### src/rtl/pal_pkg.sv
package pal_pkg;

  localparam int unsigned OpW   = 2;
  localparam int unsigned PosW  = 7;
  localparam int unsigned ValW  = 32;
  localparam int unsigned StW   = 2;
  localparam int unsigned IdxW  = 6;
  localparam int unsigned FillW = 7;

  localparam logic [OpW-1:0] OP_INSERT   = 2'd0;
  localparam logic [OpW-1:0] OP_DELETE   = 2'd1;
  localparam logic [OpW-1:0] OP_TRAVERSE = 2'd2;

  localparam logic [StW-1:0] ST_OK     = 2'd0;
  localparam logic [StW-1:0] ST_FULL   = 2'd1;
  localparam logic [StW-1:0] ST_BADPOS = 2'd2;
  localparam logic [StW-1:0] ST_EMPTY  = 2'd3;

  typedef struct packed {
    logic [OpW-1:0]         opcode;
    logic [PosW-1:0]        position;
    logic signed [ValW-1:0] new_value;
  } pal_in_t;

  typedef struct packed {
    logic [StW-1:0]         status;
    logic signed [ValW-1:0] entry_value;
    logic [IdxW-1:0]        entry_index;
    logic [FillW-1:0]       fill_count;
    logic                   last;
  } pal_out_t;

  // controller to datapath
  typedef struct packed {
    logic            do_ins;
    logic            do_del;
    logic            do_rot;
    logic            load_out;
    logic            sel_cell;
    logic [StW-1:0]  status;
    logic [IdxW-1:0] index;
    logic            last;
  } pal_cmd_t;

  // datapath to controller
  typedef struct packed {
    logic [FillW-1:0] count;
  } pal_stat_t;

endpackage

### src/rtl/pal_dp.sv
module pal_dp #(
  parameter int unsigned DEPTH = 64
) (
  input  logic               clk_i,
  input  logic               rst_ni,
  input  pal_pkg::pal_in_t   in_i,
  input  pal_pkg::pal_cmd_t  cmd_i,
  output pal_pkg::pal_stat_t stat_o,
  output pal_pkg::pal_out_t  out_o
);

  localparam int unsigned CntW = $clog2(DEPTH + 1);

  logic [CntW-1:0]              count_q, count_d;
  logic [pal_pkg::FillW-1:0]    cnt_ext;
  logic [pal_pkg::PosW-1:0]     pos;
  logic signed [pal_pkg::ValW-1:0] cells_q [DEPTH];
  pal_pkg::pal_out_t            out_q;

  assign pos     = in_i.position;
  assign cnt_ext = pal_pkg::FillW'(count_q);

  always_comb begin
    count_d = count_q;
    if (cmd_i.do_ins) begin
      count_d = count_q + CntW'(1);
    end else if (cmd_i.do_del) begin
      count_d = count_q - CntW'(1);
    end
  end

  always_ff @(posedge clk_i or negedge rst_ni) begin
    if (!rst_ni) begin
      count_q <= '0;
    end else begin
      count_q <= count_d;
    end
  end

  // Each cell sees only its neighbors and cell zero.
  for (genvar i = 0; i < DEPTH; i++) begin : g_cell
    logic signed [pal_pkg::ValW-1:0] prev_w, next_w, cell_d;
    logic [pal_pkg::PosW-1:0]        at;

    assign at = pal_pkg::PosW'(i);

    if (i > 0) begin : g_prev
      assign prev_w = cells_q[i-1];
    end else begin : g_noprev
      assign prev_w = '0;
    end

    if (i < DEPTH - 1) begin : g_next
      assign next_w = cells_q[i+1];
    end else begin : g_nonext
      assign next_w = '0;
    end

    always_comb begin
      cell_d = cells_q[i];
      if (cmd_i.do_ins) begin
        if (at == pos) begin
          cell_d = in_i.new_value;
        end else if (at > pos && at <= cnt_ext) begin
          cell_d = prev_w;
        end
      end else if (cmd_i.do_del) begin
        if (at >= pos && at + 7'd1 < cnt_ext) begin
          cell_d = next_w;
        end
      end else if (cmd_i.do_rot) begin
        if (at + 7'd1 < cnt_ext) begin
          cell_d = next_w;
        end else if (at + 7'd1 == cnt_ext) begin
          cell_d = cells_q[0];
        end
      end
    end

    always_ff @(posedge clk_i) begin
      cells_q[i] <= cell_d;
    end
  end

  always_ff @(posedge clk_i) begin
    if (cmd_i.load_out) begin
      out_q.status      <= cmd_i.status;
      out_q.entry_value <= cmd_i.sel_cell ? cells_q[0] : '0;
      out_q.entry_index <= cmd_i.index;
      out_q.fill_count  <= pal_pkg::FillW'(count_d);
      out_q.last        <= cmd_i.last;
    end
  end

  assign stat_o.count = cnt_ext;
  assign out_o        = out_q;

endmodule

### config.mk
export PLATFORM = sky130hd
export DESIGN_NAME = pal_dp
export DESIGN_NICKNAME = d
export VERILOG_FILES = /design/src/rtl/pal_pkg.sv /design/src/rtl/pal_dp.sv
export SDC_FILE = /design/constraint.sdc
export NUM_CORES = 2
export LEC_CHECK = 0
export BUFFER_PORTS_ARGS = -buffer_cell sky130_fd_sc_hd__buf_2
export CORE_ASPECT_RATIO = 1.1
export CORE_MARGIN = 1
export CORE_UTILIZATION = 45
export CTS_CLUSTER_SIZE = 16
export DETAILED_ROUTE_END_ITERATION = 16
export MAX_ROUTING_LAYER = met4
export SLEW_MARGIN = 20
export SYNTH_ARGS = -nofsm -noshare
export SYNTH_HDL_FRONTEND = slang
export SYNTH_SLANG_ARGS = --single-unit
### constraint.sdc
create_clock -name clk_i -period 14.7 [get_ports clk_i]
set_input_delay 2.94 -clock clk_i [delete_from_list [all_inputs] [get_ports clk_i]]
set_output_delay 2.94 -clock clk_i [all_outputs]
set_load 0.02 [all_outputs]
Word level (Yosys, flattened, before mapping)
Memory sizes are Yosys's and may differ from the RTL's.
Cells that the tools add are included.

cells by class
  add/subtract/negate cells = 2
  multiply operators = 0
  divide/modulo/power cells = 0
  magnitude comparators = 256
  eq/ne operators = 126
  shift operators = 0
  muxes and demuxes = 513
  bitwise gates (word level) = 0
  reduce and logical (&&, ||, !) cells = 129

operators with widths
  operator              number
  $mux W32              511
  $eq A6 B7 Y1 const A  64
  $eq A5 B7 Y1 const A  32
  $ge A6 B7 Y1 const A  32
  $gt A6 B7 Y1 const A  32
  $le A6 B7 Y1 const A  32
  $lt A6 B7 Y1 const A  32
  $logic_and A1 B1 Y1   128
  $eq A4 B7 Y1 const A  16
  $ge A5 B7 Y1 const A  16
  $gt A5 B7 Y1 const A  16
  $le A5 B7 Y1 const A  16
  $lt A5 B7 Y1 const A  16
  $eq A3 B7 Y1 const A  8
  $ge A4 B7 Y1 const A  8
  $gt A4 B7 Y1 const A  8
  $le A4 B7 Y1 const A  8
  $lt A4 B7 Y1 const A  8
  $eq A2 B7 Y1 const A  4
  $ge A3 B7 Y1 const A  4
  $gt A3 B7 Y1 const A  4
  $le A3 B7 Y1 const A  4
  $lt A3 B7 Y1 const A  4
  $ge A1 B7 Y1 const A  2
  14 further kinds      21

word-level totals
  register bits after elaboration = 55
  latch bits = 0
  memory bits (writable) = 2048
  memory bits (read-only) = 0
  input bits = 57
  output and inout port bits = 55
  logic and storage cells = 1033
  memories kept = 1

memory list
  memory   depth  bits a word  rd ports  clocked after Yosys merged registers in  write ports  line          source
  cells_q  64     32           64        0                                        64           pal_dp.sv:17  logic signed [pal_pkg::ValW-1:0] cells_q [DEPTH];

Longest topological paths before layout
  depth after elaboration = 6
  gate-level depth with buffers = 11
  gate-level depth less buffers = 6

Worst setup path after synthesis
No wires, ideal clock.

  path kind = input -> register
  start = input port in_i[35] (netlist name)
  end = memory cells_q[1][100] (netlist name) (enable)
  setup time = 513 ps
  arrival time = 7385 ps
  data required time = 14187 ps
  setup slack = 6802 ps
  stages = 7
  path buffers = 3
  path through = buf_2 > buf_4 > nor2_2 > buf_2 > nand3_1 > and3_1 > nor4b_1

RTL lines
  element             line          source
  start: declaration  pal_dp.sv:6   input pal_pkg::pal_in_t in_i,
  end: declaration    pal_dp.sv:17

==> impl_metrics.ini <==
[outcome]
status = finished, final reports clean

[die]
die_w_um = 519
rows = 208
die_h_um = 571
die_area_um2 = 297000
core_area_um2 = 292000
top_level_ports = 112
start_util_pct = 45.3

[power]
pwr-share-clk_pct = 27.3
swShare_pct = 36.4
irDropWorstVdd_uv = 139
internal-power_mw = 14.1
p_leak_nw = 61.8
comb_power_share_pct = 30.3
power.switching_mw = 8.04
pwr_density_cell_nw_per_um2 = 153
p_seq_share_pct = 42.4

[detailed_routing]
wl_per_cell_um = 40.1
final_antenna_net_count = 0
avgViaCountPerCell = 7.13
num_vias = 102537
wl_mm = 577
drc = 0
dr.pass1.iters = 8
drt_iter0_markers = 14264

[global_routing]
grt_max_degree = 190
overflow = 0
grt_pass1_vias = 100292
grt_pass1_wl_mm = 801
antenna_found_initial = 39
grt.total_usage_pct = 38.8

[yosys]
synth_cell_types = 103
syn-num-nets = 10962
yosys_warnings = 0
synth.avg_cell_area_um2 = 12.2
seq_area_frac_synth_pct = 47.6
netlist_area_um2 = 133000
synth.ff_latch_count = 2103
synthFlopType = edfxtp_1
synth_edf_count = 2096
synthCells = 10899
async_flop_share_pct = 0.333

[layout]
nNetsFinal = 10315
drive_gt1_share_pct = 13.6
final_common_cell = mux2i_1
area_growth_syn_to_layout_pct = 9.20
final_cell_mix = mux2i_1, edfxtp_1, nand2_1
layout.cells.non_filler = 14372

[timing]
min_period_ns = 6.68
setup_viol_count_final = 0
tightest_slew_ns = 1.37
skew_ns = 0.0850
drv_slew = 0
relSlewSlack_pct = 8.66
grt_setup_unrepaired = no
finalCritPeriodShare_pct = 45.5
fmax_ghz = 0.150
hold_viol = 0
setup_tns_ns = 0

[clocking]
clkTransAtPathRegs_ns = 0.07
cts_root_buf = clkbuf_16
hold_buffers = 0
cts_tree = done
insertion_delay_ns = 0.98
cts_resized = 0
cts_max_level = 4
clkSinkCount = 2103
cts_setup_buffers = 0
cts_buffer_depth = 4
cts-buffers-inserted = 237

[place]
placed_cells = 13896
dpl.hpwl_mm = 342
io_buffers = 109
gp_congestion = 0.998

[setup_path]
crit_arrival_ns = 7.39
critPathMaxFanout = 189
cp-end-kind = flip-flop
critical_path_class = primary input to flip-flop
crit_path_start_kind = primary input
worstPathRequired_ns = 15.40

[min_path]
hold_class = flip-flop to flip-flop

[job]
max_cap_viol_count = 0
layer usage:
metal  track usage, %  vias to the layer above  wire (um)
li1                 -                    41358          -
met1             49.3                    52605     226000
met2             55.3                     7091     245000
met3             9.91                     1483      65000
met4             23.8                        0      40700
met5                -                        -          0
critical path, stage by stage:
cell and delay [ns]:
buf_12 0.48, buf_4 0.72, buf_4 0.68, buf_4 0.81, buf_12 0.85, nor3b_1 0.14
a221o_1 0.31
synthesized netlist by cell type, drive strengths merged (135+ instances only):
library cell	number	area (um^2)
mux2i	3503	35100
and3	205	1280
mux2	442	4980
nor3b	359	2700
buf	445	2400
o211ai	141	1070
a21oi	448	2280
nor2b	135	845
clkbuf	960	3600
nand2	493	1860
o221ai	162	1420
a211oi	283	2160
a221o	445	4450
edfxtp	2096	62900
area by class of cell:
class	count	area [um^2]
sequential	2103	63100
multi-input combinational	7382	65100
clock inverter	138	1310
antenna	41	103
clock buffer	295	6210
inverter	9	41.3
tap	3885	4860
fill	25630	148000
timing repair buffer	519	3950
worst paths after layout:
check	start	slack [ns]	cells past startpoint	endpoint
min in group asynchronous	rst_ni	1.91	1	stat_o[1]
worst max-delay path	cmd_i[13]	8.02	7	cells_q[0][994]
max in group asynchronous	rst_ni	12.38	1	stat_o[3]
worst min-delay path	cells_q[0][46]	0.57	1	cells_q[0][14]
worst min register to register	cells_q[0][46]	0.57	1	cells_q[0][14]
worst max register to register	stat_o[4]	9.86	7	cells_q[1][885]
state kept, by name, summed over array words and instances, names as in the netlist:
| register | count |
|---|---|
| stat_o | 7 |
| out_o | 48 |
| cells_q | 2048 |
cell families (layout without fill, tap and decap cells):
logic type | after synthesis | in the layout | synth area share, %
muxes | 3945 | 3945 | 30.2
DFF | 2103 | 2103 | 47.6
AOI/OAI and AO/OA | 1843 | 1843 | 10.7
and+or+nand+nor | 1582 | 1582 | 6.79
buffers and inverters | 1414 | 961 | 4.55
adders and majority gates | 6 | 6 | 0.0566
xor gates and xnor gates | 6 | 6 | 0.0397
other | 0 | 41 | 0
through the flow:
stage	hold slack, ns	setup WS (ns)	area (um^2)	util (%)	power [mW]
after floorplan	0.524	6.80	133000	-	13.1
after global routing	0.582	7.96	145000	49.5	22.6
after global placement	0.553	7.28	137000	46.8	15.7
after CTS	0.562	8.26	145000	49.5	21.9
final	0.573	8.02	145000	49.5	22.1
after detailed placement	0.545	7.25	137000	46.9	15.9
power by group through the flow:
stage	Sequential (mW)	Clock [mW]	Combinational (mW)
after floorplan	8.97	0	4.17
after global placement	9.39	0	6.35
after detailed placement	9.42	0	6.46
after CTS	9.31	6.07	6.48
after global routing	9.45	6.27	6.93
final	9.37	6.04	6.69
(Power assumes the default switching activity.)
