$ cat src/rtl/pal_pkg.sv
package pal_pkg;

  localparam int unsigned OpW   = 2;
  localparam int unsigned PosW  = 7;
  localparam int unsigned ValW  = 32;
  localparam int unsigned StW   = 2;
  localparam int unsigned IdxW  = 6;
  localparam int unsigned FillW = 7;

  localparam logic [OpW-1:0] OP_INSERT   = 2'd0;
  localparam logic [OpW-1:0] OP_DELETE   = 2'd1;
  localparam logic [OpW-1:0] OP_TRAVERSE = 2'd2;

  localparam logic [StW-1:0] ST_OK     = 2'd0;
  localparam logic [StW-1:0] ST_FULL   = 2'd1;
  localparam logic [StW-1:0] ST_BADPOS = 2'd2;
  localparam logic [StW-1:0] ST_EMPTY  = 2'd3;

  typedef struct packed {
    logic [OpW-1:0]         opcode;
    logic [PosW-1:0]        position;
    logic signed [ValW-1:0] new_value;
  } pal_in_t;

  typedef struct packed {
    logic [StW-1:0]         status;
    logic signed [ValW-1:0] entry_value;
    logic [IdxW-1:0]        entry_index;
    logic [FillW-1:0]       fill_count;
    logic                   last;
  } pal_out_t;

  // controller to datapath
  typedef struct packed {
    logic            do_ins;
    logic            do_del;
    logic            do_rot;
    logic            load_out;
    logic            sel_cell;
    logic [StW-1:0]  status;
    logic [IdxW-1:0] index;
    logic            last;
  } pal_cmd_t;

  // datapath to controller
  typedef struct packed {
    logic [FillW-1:0] count;
  } pal_stat_t;

endpackage

$ cat src/rtl/pal_ctrl.sv
module pal_ctrl #(
  parameter int unsigned DEPTH = 64
) (
  input  logic               clk_i,
  input  logic               rst_ni,
  input  logic               in_valid_i,
  output logic               in_ready_o,
  input  pal_pkg::pal_in_t   in_i,
  output logic               out_valid_o,
  input  logic               out_ready_i,
  input  pal_pkg::pal_stat_t stat_i,
  output pal_pkg::pal_cmd_t  cmd_o
);

  localparam int unsigned IW = $clog2(DEPTH);
  localparam logic [0:0]  S_IDLE = 1'b0;
  localparam logic [0:0]  S_OUT  = 1'b1;
  localparam logic [pal_pkg::FillW-1:0] Full = pal_pkg::FillW'(DEPTH);

  logic [0:0]                state_q, state_d;
  logic [IW-1:0]             idx_q, idx_d;
  logic                      last_q, last_d;
  logic [pal_pkg::FillW-1:0] cnt;
  logic [pal_pkg::FillW-1:0] idx_next;

  assign cnt      = stat_i.count;
  assign idx_next = pal_pkg::FillW'(idx_q) + 7'd1;

  always_comb begin
    cmd_o   = '0;
    state_d = state_q;
    idx_d   = idx_q;
    last_d  = last_q;
    case (state_q)
      S_IDLE: begin
        if (in_valid_i) begin
          case (in_i.opcode)
            pal_pkg::OP_INSERT: begin
              cmd_o.load_out = 1'b1;
              cmd_o.last     = 1'b1;
              if (cnt == Full) begin
                cmd_o.status = pal_pkg::ST_FULL;
              end else if (in_i.position > cnt) begin
                cmd_o.status = pal_pkg::ST_BADPOS;
              end else begin
                cmd_o.status = pal_pkg::ST_OK;
                cmd_o.do_ins = 1'b1;
              end
            end
            pal_pkg::OP_DELETE: begin
              cmd_o.load_out = 1'b1;
              cmd_o.last     = 1'b1;
              if (in_i.position >= cnt) begin
                cmd_o.status = pal_pkg::ST_BADPOS;
              end else begin
                cmd_o.status = pal_pkg::ST_OK;
                cmd_o.do_del = 1'b1;
              end
            end
            pal_pkg::OP_TRAVERSE: begin
              cmd_o.load_out = 1'b1;
              if (cnt == '0) begin
                cmd_o.status = pal_pkg::ST_EMPTY;
                cmd_o.last   = 1'b1;
              end else begin
                cmd_o.status   = pal_pkg::ST_OK;
                cmd_o.sel_cell = 1'b1;
                cmd_o.do_rot   = 1'b1;
                cmd_o.last     = (cnt == 7'd1);
                idx_d          = IW'(1);
              end
            end
            default: ;
          endcase
          if (cmd_o.load_out) begin
            state_d = S_OUT;
            last_d  = cmd_o.last;
          end
        end
      end
      S_OUT: begin
        if (out_ready_i) begin
          if (last_q) begin
            state_d = S_IDLE;
          end else begin
            cmd_o.load_out = 1'b1;
            cmd_o.status   = pal_pkg::ST_OK;
            cmd_o.sel_cell = 1'b1;
            cmd_o.do_rot   = 1'b1;
            cmd_o.index    = pal_pkg::IdxW'(idx_q);
            cmd_o.last     = (idx_next == cnt);
            idx_d          = idx_q + IW'(1);
            last_d         = cmd_o.last;
          end
        end
      end
      default: begin
        state_d = S_IDLE;
      end
    endcase
  end

  always_ff @(posedge clk_i or negedge rst_ni) begin
    if (!rst_ni) begin
      state_q <= S_IDLE;
      idx_q   <= '0;
      last_q  <= 1'b0;
    end else begin
      state_q <= state_d;
      idx_q   <= idx_d;
      last_q  <= last_d;
    end
  end

  assign in_ready_o  = (state_q == S_IDLE);
  assign out_valid_o = (state_q == S_OUT);

endmodule

$ cat config.mk
export PLATFORM = sky130hd
export DESIGN_NAME = pal_ctrl
export DESIGN_NICKNAME = d
export VERILOG_FILES = /design/src/rtl/pal_pkg.sv /design/src/rtl/pal_ctrl.sv
export SDC_FILE = /design/constraint.sdc
export NUM_CORES = 1
export LEC_CHECK = 0
export BUFFER_PORTS_ARGS = -buffer_cell sky130_fd_sc_hd__buf_2
export CELL_PAD_IN_SITES_DETAIL_PLACEMENT = 0
export CELL_PAD_IN_SITES_GLOBAL_PLACEMENT = 1
export CORE_AREA = 2 2 64 66
export CTS_BUF_LIST = sky130_fd_sc_hd__clkbuf_4 sky130_fd_sc_hd__clkbuf_8 sky130_fd_sc_hd__clkbuf_16
export CTS_CLUSTER_SIZE = 24
export DETAILED_ROUTE_END_ITERATION = 8
export DIE_AREA = 0 0 66 68
export GPL_ROUTABILITY_DRIVEN = 1
export MAX_ROUTING_LAYER = met4
export PLACE_DENSITY_LB_ADDON = 0.1
export SLEW_MARGIN = 20
export SYNTH_ARGS = -nofsm -noshare
export SYNTH_HDL_FRONTEND = slang
export SYNTH_SLANG_ARGS = --single-unit
export TNS_END_PERCENT = 1
$ cat constraint.sdc
create_clock -name clk_i -period 2.4 [get_ports clk_i]
set_input_delay 0.36 -clock clk_i [delete_from_list [all_inputs] [get_ports clk_i]]
set_output_delay 0.36 -clock clk_i [all_outputs]
set_load 0.02 [all_outputs]
======== Word-level counts from Yosys, hierarchy flattened ========
Index checks and enable logic that the tools add are counted.
word-level totals
  register bits ........................... 8
  bits in latches ......................... 0
  RAM bits ................................ 0
  memory bits (read-only) ................. 0
  input bits .............................. 52
  output and inout port bits .............. 16
  logic and storage cells ................. 66
  memories kept ........................... 0
operators by class
  add/sub/neg operators ................... 2
  multiply operators ...................... 0
  divide/modulo/power cells ............... 0
  magnitude comparators ................... 2
  eq/ne operators ......................... 11
  shifts and indexed selects .............. 0
  mux-type cells .......................... 41
  bitwise logic cells ..................... 1
  reduce and logical (&&, ||, !) cells .... 6
operator list
  cell                                                   count
  two-way mux 6 bit                                      6
  two-way mux 12 bit                                     2
  two-way mux 1 bit                                      20
  one-hot mux 6 bit (2 select lines)                     1
  two-way mux 2 bit                                      5
  one-hot mux 5 bit (2 select lines)                     1
  inequality test 2 bit, second input constant           4
  one-hot mux 1 bit (2 select lines)                     4
  adder 6 x 1 -> 7 bit, second input constant            1
  == test 7 x 1 -> 1 bit, second input constant          1
  == test 7 bit                                          1
  == test 7 bit, second input constant                   1
  greater-or-equal comparator 7 bit                      1
  greater-than comparator 7 bit                          1
  logical NOT 7 bit                                      1
  two-way mux 7 bit                                      1
  adder 6 x 1 -> 6 bit, second input constant            1
  one-hot mux 2 bit (3 select lines)                     1
  AND reduction 5 bit                                    1
  inequality test 2 x 1 -> 1 bit, second input constant  2
  AND reduction 3 bit                                    1
  OR reduction 3 bit                                     1
  == test 2 x 1 -> 1 bit, second input constant          1
  == test 2 bit, second input constant                   1
  3 further kinds                                        3

======== Logic depth before layout (Yosys ltp) ========
Gate-level depths: netlist (run 1).
  word-level depth ........................ 8
  gate-level depth with buffers ........... 7
  gate-level depth less buffers ........... 7

======== Worst setup path before layout (run 1) ========
Ideal clock, no wire load.
  path type ............................... reg2out
  from .................................... register idx_q[0]
  to ...................................... output port cmd_o[0] in the netlist's numbering
  data arrival time ....................... 1713 ps
  required time ........................... 2040 ps
  setup slack ............................. 327 ps
  cell stages (with the launch flop) ...... 7
  path buffers ............................ 0
  cells stage by stage .................... dfrtp_1 -> ha_1 -> or4b_1 -> nor3_1 -> a21oi_1 -> o311ai_2 -> a31o_1
RTL lines
  item                    line             RTL
  from (decl)             pal_ctrl.sv:21   logic [IW-1:0] idx_q, idx_d;
  from (signal assigned)  pal_ctrl.sv:110  idx_q <= idx_d;
  to (decl)               pal_ctrl.sv:12   output pal_pkg::pal_cmd_t cmd_o

==> results of run 1 <==
[per-stage QoR]
stage | power (µW) | std cells
floorplan | 607 | 131
global placement | 769 | 217
detailed placement | 777 | 217
CTS | 950 | 221
global route | 1040 | 221
finish | 954 | 221
[worst max-delay path, cell delays in order, from the launching register on]
cell and delay [ns]:
dfrtp_1 0.37, ha_2 0.21, or4b_1 0.49, nor3_2 0.14
a21oi_1 0.08, o311ai_2 0.12, a31o_1 0.21, buf_4 0.14
[layer usage]
| layer | global-route usage (%) | part of all wire [%] | up-vias |
|---|---|---|---|
| met2 | 23.6 | 47 | 28 |
| met4 | 1.53 | 0 | 0 |
| met3 | 2.47 | 4.7 | 0 |
| met1 | 17.2 | 48 | 458 |
| li1 | - | - | 540 |
| met5 | - | 0 | - |
[cells by family after synthesis]
family | Yosys count | share of synthesized area, %
xor+xnor | 11 | 9.66
simple gates | 54 | 28.7
compound gates | 33 | 24.2
buf+inv | 17 | 7.28
fa+ha+maj | 8 | 10.0
flops | 8 | 20.1
[sequential cells by signal, indices dropped and copies added, names as in the netlist]
register,cells
idx_q,6
out_valid_o,1
last_q,1
[cell type report]
cell class	instances	area (µm²)	share of cell area, %
clock buffers	3	41.3	3.08
flip-flops and latches	8	201	15.0
inverters	12	45.0	3.36
well taps	50	62.6	4.66
repair buffers	42	233	17.3
multi-input cells	106	759	56.6
[where the power goes]
part / total [µW] / switching (µW) / internal, µW
Sequential: 238 / 58.5 / 180
Clock: 160 / 51.0 / 108
Combinational: 556 / 317 / 240
Total: 954 / 426 / 528
[timing repair]
item | in CTS | in global routing
hold buffers | 1 | 0
hold endpoints to repair | 8 | 0
endpoints found under the setup margin | 1 | 1
gates resized for setup | 1 | 7
setup buffers | 0 | 0
pin swaps | 1 | 1
[cell usage in the layout, fill, tap and decap left out, types with 2 or more instances in the layout]
| cell type | instances |
|---|---|
| buf_2 | 34 |
| nand2_1 | 15 |
| inv_1 | 11 |
| nor2_1 | 9 |
| a21oi_1 | 9 |
| xnor2_1 | 7 |
| ha_1 | 7 |
| dfrtp_1 | 7 |
| buf_4 | 7 |
| and2_1 | 6 |
| o21ai_1 | 6 |
| nand3_1 | 5 |
| nor2b_1 | 4 |
| xor2_1 | 3 |
| clkbuf_8 | 3 |
| nand2b_1 | 2 |
| o21ai_0 | 2 |
| o22a_1 | 2 |
| o22ai_1 | 2 |
| o211ai_1 | 2 |
| nor3b_1 | 2 |
| nand3_2 | 2 |
| a31o_1 | 2 |
[worst max-delay path by stage]
stage               cells past startpoint       end  slack, ns
floorplan                               6  cmd_o[0]       0.33
global placement                        9  cmd_o[8]       0.13
detailed placement                      9  cmd_o[8]       0.13
CTS                                     7  cmd_o[0]       0.01
global route                            7  cmd_o[0]     -0.008
finish                                  7  cmd_o[0]       0.05
==> flow_metrics.env, run 1 <==
export IMPL_synth_most_common_cell="nand2_1"
export IMPL_yosys_top_cells_area="dfrtp_1, ha_1, xnor2_1, nand2_1, a21oi_1"
export IMPL_fmax_ghz=0.425
export IMPL_cts_buffer_depth=2
export IMPL_ys_flop_type="dfrtp_1"
export IMPL_row_count=23
export IMPL_cellPowerDensity_nw_per_um2=711
export IMPL_hpwl_um=2300
export IMPL_io_pins=68
export IMPL_finalHoldWorstSlack_ns=0.423
export IMPL_root_buffer="clkbuf_8"
export IMPL_r2r_slack_ns=0.73
export IMPL_ys_top_cells_by_count="nand2_1, inv_1, nor2_1, a21oi_1"
export IMPL_yosysTopAreaCell="dfrtp_1"
export IMPL_grt_max_degree=12
export IMPL_antenna_found_initial=0
export IMPL_gp_congestion=0.764
export IMPL_drt_initial_drc_count=51
export IMPL_htree_num_levels=1
export IMPL_worstSetupStartpoint="idx_q[0]"
export IMPL_maxSlewViolCount=0
export IMPL_design_area_um2=1340
export IMPL_ant_nets=0
export IMPL_clock_latency_ns=0.23
export IMPL_floorplan_die_area_um2=4490
export IMPL_status="finished clean"
export IMPL_synth_seq_area_share_pct=20.1
export IMPL_wl_um=2840
export IMPL_period_share_pct=98.1
export IMPL_setup_tns_final_ns=0
export IMPL_diodes=0
export IMPL_yosys_warnings=0
export IMPL_async_flop_share_pct=100
export IMPL_cts_clk_slew_worst_paths_ns=0.04
export IMPL_hold_depth=4
export IMPL_synth_area_per_cell_um2=7.61
export IMPL_synth_area_um2=997
export IMPL_synth_edf_count=0
export IMPL_die_y_um=68
export IMPL_slew_headroom_pct=76.4
export IMPL_vias=1026
export IMPL_end_kind="output port"
export IMPL_yosysUniqueCellTypes=40
export IMPL_via_per_inst=4.64
export IMPL_grt_pass1_vias=1022
export IMPL_criticalPathCategory="reg -> out"
export IMPL_reg2reg_to="last_q"
export IMPL_cts_num_sinks=8
export IMPL_yosys_area_top_type_share_pct=20.1
export IMPL_netlist_instances=131
export IMPL_nFillCells=437
export IMPL_vdd_drop_max_mv=0.293
export IMPL_tightest_slew_ns=0.351
export IMPL_fin_nets=233
export IMPL_ys_ff_latch=8
export IMPL_post_place_ws_ns=0.134
export IMPL_cts_tree="yes"
export IMPL_portBuffers=35
export IMPL_hold_start="out_ready_i"
export IMPL_fin_crit_ns=2.35
export IMPL_die_w_um=66
export IMPL_critPathMaxFanout=3
export IMPL_min_to="out_valid_o"
export IMPL_finish_utilization_pct=34.8
export IMPL_drive_gt1_share_pct=32.7
export IMPL_core_area_um2=3860
export IMPL_fin_worst_skew_ns=0.00616
export IMPL_start_util_pct=25.9
export IMPL_synth_nets=191
export IMPL_hold_viol_final=0
export IMPL_critPathLaunchType="flip-flop"
export IMPL_rr_startpoint="idx_q[0]"
export IMPL_place_area_um2=1250
export IMPL_arrival_ns=1.99
export IMPL_drcViolationCount=0
export IMPL_track_usage_pct=13.6
export IMPL_setup_slack_ns=0.0458
export IMPL_p_leak_uw=0.000632
export IMPL_grt_pass1_wl_um=4560
export IMPL_numCtsBuffers=3
export IMPL_finalSetupViolCount=0
export IMPL_globalRouteOverflowTotal=0
export IMPL_drv_cap=0
export IMPL_wl_per_cell_um=12.9
export IMPL_required_ns=2.04
export IMPL_dr_pass1_iters=4
export IMPL_hold_class="in -> reg"
export IMPL_ff2ff_path_depth=6
export IMPL_area_growth_pct=34.6
(Power assumes the default switching activity.)
==> run 2: changes to the inputs <==
--- a/config.mk
+++ b/config.mk
@@ -15,9 +15,9 @@
 export DIE_AREA = 0 0 66 68
 export GPL_ROUTABILITY_DRIVEN = 1
 export MAX_ROUTING_LAYER = met4
-export PLACE_DENSITY_LB_ADDON = 0.1
+export PLACE_DENSITY = 0.79
 export SLEW_MARGIN = 20
 export SYNTH_ARGS = -nofsm -noshare
 export SYNTH_HDL_FRONTEND = slang
 export SYNTH_SLANG_ARGS = --single-unit
-export TNS_END_PERCENT = 1
+export TNS_END_PERCENT = 5
==> flow_metrics.env, run 2 (synthesized netlist as in run 1, its figures left out) <==
export IMPL_core_area_um2=3860
export IMPL_via_per_inst=4.62
export IMPL_diodes=0
export IMPL_finalSetupViolCount=0
export IMPL_vias=1012
export IMPL_largest_reg_flops=6
export IMPL_post_place_ws_ns=0.197
export IMPL_start_util_pct=25.9
export IMPL_wl_um=2520
export IMPL_hold_class="in -> reg"
export IMPL_cts_clk_slew_worst_paths_ns=0.04
export IMPL_cts_tree="yes"
export IMPL_tightest_slew_ns=0.736
export IMPL_dr_pass1_iters=4
export IMPL_root_buffer="clkbuf_8"
export IMPL_vdd_drop_max_mv=0.206
export IMPL_fin_worst_skew_ns=0.000314
export IMPL_finish_utilization_pct=33.7
export IMPL_period_share_pct=97.3
export IMPL_status="finished clean"
export IMPL_drt_initial_drc_count=32
export IMPL_finalHoldWorstSlack_ns=0.414
export IMPL_track_usage_pct=12.3
export IMPL_hold_viol_final=0
export IMPL_hpwl_um=2070
export IMPL_final_common_cell="buf_2"
export IMPL_cts_buffer_depth=2
export IMPL_maxSlewViolCount=0
export IMPL_slew_headroom_pct=50.8
export IMPL_required_ns=2.04
export IMPL_criticalPathCategory="reg -> out"
export IMPL_die_y_um=68
export IMPL_fin_crit_ns=2.34
export IMPL_setup_slack_ns=0.0645
export IMPL_antenna_found_initial=0
export IMPL_power_uw=936
export IMPL_drcViolationCount=0
export IMPL_grt_pass1_vias=971
export IMPL_die_w_um=66
export IMPL_nFillCells=421
export IMPL_clock_latency_ns=0.23
export IMPL_fin_nets=231
export IMPL_drive_gt1_share_pct=29.0
export IMPL_grt_max_degree=12
export IMPL_grt_pass1_wl_um=4260
export IMPL_portBuffers=35
export IMPL_wl_per_cell_um=11.5
export IMPL_critPathMaxFanout=6
export IMPL_cellPowerDensity_nw_per_um2=719
export IMPL_htree_num_levels=1
export IMPL_arrival_ns=1.98
export IMPL_gp_congestion=0.799
export IMPL_area_growth_pct=30.5
export IMPL_numCtsBuffers=3
export IMPL_row_count=23
export IMPL_ant_nets=0
export IMPL_setup_tns_final_ns=0
export IMPL_drv_cap=0
export IMPL_fmax_ghz=0.428
export IMPL_critPathLaunchType="flip-flop"
export IMPL_final_cell_mix="buf_2, nand2_1, inv_1"
export IMPL_floorplan_die_area_um2=4490
export IMPL_end_kind="output port"
export IMPL_rsz0062_at_grt="false"
export IMPL_cts_num_sinks=8
export IMPL_globalRouteOverflowTotal=0
export IMPL_p_leak_uw=0.000618
export IMPL_io_pins=68
export IMPL_top_register="idx_q"
run 2: power by group:
group | leakage (µW) | total (µW) | switching, µW | internal, µW
clock network | 0.0000216 | 160 | 51.9 | 109
registers | 0.000102 | 245 | 66.5 | 178
logic | 0.000494 | 531 | 295 | 236
total | 0.000618 | 936 | 413 | 523
run 2: per-layer routing:
layer / track usage, % / part of all wire (%) / vias up
met4: 0.765 / 0 / 0
met3: 2.30 / 4.1 / 0
met5: - / 0 / -
met2: 20.6 / 47 / 21
met1: 16.4 / 49 / 456
li1: - / - / 535
run 2: final cells by class:
cell class,count,area (µm²),area share (%)
flip-flops and latches,8,200,15.4
well taps,50,62.6,4.81
clock buffers,3,41.3,3.17
multi-input cells,106,737,56.6
repair buffers,40,215,16.5
inverters,12,45.0,3.46
run 2: repair_timing:
| action | 4_1_cts | 5_1_grt |
|---|---|---|
| gates resized for setup | 1 | 1 |
| hold endpoints to repair | 8 | 0 |
| buffers inserted | 0 | 0 |
| pin swaps | 1 | 1 |
| endpoints found under the setup margin | 1 | 1 |
| hold buffers | 1 | 0 |
run 2: worst paths after layout:
check / to / slack, ns / start / depth (start not counted)
max: cmd_o[0] / 0.06 / idx_q[0] / 7
min: out_valid_o / 0.41 / out_ready_i / 4
max reg2reg: last_q / 0.75 / idx_q[0] / 6
min reg2reg: out_valid_o / 0.57 / out_valid_o / 2
max in group asynchronous: idx_q[0] / 1.73 / rst_ni / 2
min in group asynchronous: idx_q[2] / 0.51 / rst_ni / 2
run 2: critical path, stage by stage (launching register included):
cell,delay [ns]
dfrtp_1,0.41
ha_4,0.20
or4b_1,0.47
nor3_1,0.14
a21oi_1,0.07
o311ai_2,0.10
a31o_1,0.19
buf_2,0.16
run 2: stage by stage:
step	cells	cell area [µm²]
floorplan	131	997
global placement	215	1240
detailed placement	215	1240
CTS	219	1290
global route	219	1300
finish	219	1300
==> run 3: changes to the inputs <==
--- a/config.mk
+++ b/config.mk
@@ -8,14 +8,15 @@
 export BUFFER_PORTS_ARGS = -buffer_cell sky130_fd_sc_hd__buf_2
 export CELL_PAD_IN_SITES_DETAIL_PLACEMENT = 0
 export CELL_PAD_IN_SITES_GLOBAL_PLACEMENT = 1
-export CORE_AREA = 2 2 64 66
+export CORE_AREA = 2 2 67 69
 export CTS_BUF_LIST = sky130_fd_sc_hd__clkbuf_4 sky130_fd_sc_hd__clkbuf_8 sky130_fd_sc_hd__clkbuf_16
 export CTS_CLUSTER_SIZE = 24
 export DETAILED_ROUTE_END_ITERATION = 8
-export DIE_AREA = 0 0 66 68
+export DIE_AREA = 0 0 69 71
 export GPL_ROUTABILITY_DRIVEN = 1
 export MAX_ROUTING_LAYER = met4
-export PLACE_DENSITY = 0.79
+export PLACE_DENSITY = 0.76
+export RECOVER_POWER = 100
 export SLEW_MARGIN = 20
 export SYNTH_ARGS = -nofsm -noshare
 export SYNTH_HDL_FRONTEND = slang
==> constraint.sdc (replaced) <==
create_clock -name clk_i -period 2.09 [get_ports clk_i]
set_input_delay 0.3135 -clock clk_i [delete_from_list [all_inputs] [get_ports clk_i]]
set_output_delay 0.3135 -clock clk_i [all_outputs]
set_load 0.02 [all_outputs]
==> flow_metrics.env, run 3 (synthesized netlist as in run 1, its figures left out) <==
export IMPL_numCtsBuffers=3
export IMPL_vdd_drop_max_mv=0.313
export IMPL_hold_depth=4
export IMPL_floorplan_die_area_um2=4900
export IMPL_finalSetupViolCount=1
export IMPL_stdcell_count=233
export IMPL_drcViolationCount=0
export IMPL_die_y_um=71
export IMPL_crit_path_max_incr_delay_ns=0.46
export IMPL_min_to="out_valid_o"
export IMPL_hold_viol_final=0
export IMPL_slew_headroom_pct=71.3
export IMPL_violations="setup timing"
export IMPL_critPathSlowestCell="or4b_1"
export IMPL_cts_buffer_depth=2
export IMPL_dr_pass1_iters=4
export IMPL_htree_num_levels=1
export IMPL_die_w_um=69
export IMPL_r2r_slack_ns=0.29
export IMPL_cts_tree="yes"
export IMPL_antenna_found_initial=0
export IMPL_grt_pass1_vias=1020
export IMPL_fin_worst_skew_ns=0.000240
export IMPL_detail_route_wirelength_met1_um=1210
export IMPL_clock_latency_ns=0.23
export IMPL_gp_congestion=0.836
export IMPL_p_leak_uw=0.000671
export IMPL_start_util_pct=23.7
export IMPL_fin_crit_ns=2.24
export IMPL_core_area_um2=4200
export IMPL_hold_class="in -> reg"
export IMPL_wl_met2_um=1280
export IMPL_required_ns=1.78
export IMPL_fin_nets=243
export IMPL_rr_startpoint="idx_q[0]"
export IMPL_via_per_inst=4.50
export IMPL_reg2reg_to="last_q"
export IMPL_wl_per_cell_um=11.2
export IMPL_wl_um=2610
export IMPL_critPathLaunchType="flip-flop"
export IMPL_root_buffer="clkbuf_8"
export IMPL_ff2ff_path_depth=8
export IMPL_cellPowerDensity_nw_per_um2=804
export IMPL_vias=1049
export IMPL_setup_slack_ns=-0.145
export IMPL_rsz0062_at_grt="true"
export IMPL_drt_initial_drc_count=29
export IMPL_tightest_slew_ns=0.431
export IMPL_dr_wl_met3_um=116
export IMPL_finish_utilization_pct=33.8
export IMPL_finalHoldWorstSlack_ns=0.385
export IMPL_fmax_ghz=0.447
export IMPL_maxSlewViolCount=0
export IMPL_cts_clk_slew_worst_paths_ns=0.04
export IMPL_diodes=0
export IMPL_status="finished with violations"
export IMPL_globalRouteOverflowTotal=0
export IMPL_criticalPathCategory="reg -> out"
export IMPL_period_share_pct=107
export IMPL_critPathMaxFanout=4
export IMPL_grt_pass1_wl_um=4520
export IMPL_final_common_cell="buf_2"
export IMPL_largest_reg_flops=6
export IMPL_portBuffers=35
export IMPL_top_register="idx_q"
export IMPL_area_growth_pct=42.5
export IMPL_track_usage_pct=11.2
export IMPL_drive_gt1_share_pct=34.8
export IMPL_final_cell_mix="buf_2, buf_4, nand2_1"
export IMPL_cp_cell_sequence="ha_4, or4b_1, nor3_1, a21oi_1, o311ai_2, a31o_1, buf_6"
export IMPL_arrival_ns=1.92
export IMPL_grt_max_degree=10
export IMPL_dp_cells=227
export IMPL_row_count=24
export IMPL_end_kind="output port"
export IMPL_ant_nets=0
export IMPL_hold_start="out_ready_i"
export IMPL_io_pins=68
export IMPL_drv_cap=0
export IMPL_top_layer="met3"
export IMPL_cts_num_sinks=8
export IMPL_hpwl_um=2170
==> run 3: worst max path at each step <==
| stage | startpoint | to | cells past startpoint |
|---|---|---|---|
| 2_1_floorplan | idx_q[0] | cmd_o[0] | 6 |
| 3_3_place_gp | idx_q[0] | cmd_o[0] | 7 |
| 3_5_place_dp | stat_i[6] | cmd_o[8] | 9 |
| 4_1_cts | idx_q[0] | cmd_o[0] | 7 |
| 5_1_grt | idx_q[1] | cmd_o[0] | 7 |
| 6_report | idx_q[0] | cmd_o[0] | 7 |
==> run 3: what timing repair did <==
action                                  CTS  global route
endpoints found under the hold margin     8             0
pin swaps                                 2             2
buffers inserted                          1             1
endpoints found under the setup margin    2             4
gates resized for setup                   5             8
hold buffers                              1             0
==> run 3: cell type report <==
type	instances	area, µm²
repair buffers	52	309
fillers	466	2780
well taps	52	65.1
multi-input cells	106	759
clock buffers	3	41.3
flip-flops and latches	8	201
inverters	12	45.0
==> run 3: through the flow <==
stage | TNS (ns) | power (µW) | setup WS [ns] | area [µm²]
after floorplan | 0 | 697 | 0.0635 | 997
after global placement | 0 | 896 | 0.0121 | 1320
after detailed placement | 0 | 898 | 0.00772 | 1320
after CTS | -0.156 | 1110 | -0.156 | 1390
after global routing | -0.357 | 1240 | -0.299 | 1420
final | -0.145 | 1140 | -0.145 | 1420
==> run 3: power by group <==
group          switching, µW  leakage, µW  internal [µW]  total (µW)
Clock                   58.0    0.0000216            125         182
Combinational            361     0.000550            317         679
Sequential              75.4     0.000100            207         282
==> run 3: critical path: cells and delay by family (launching register included) <==
family	cells	cell delay, ns
AOI/OAI and AO/OA	3	0.38
buffers and inverters	1	0.12
DFF	1	0.40
and+or+nand+nor	2	0.60
adders and majority gates	1	0.19
==> run 3: per-layer routing <==
metal	global-route usage, %	vias up
li1	-	560
met1	14.5	465
met2	18.9	24
met3	2.14	0
met4	1.31	0
met5	-	-
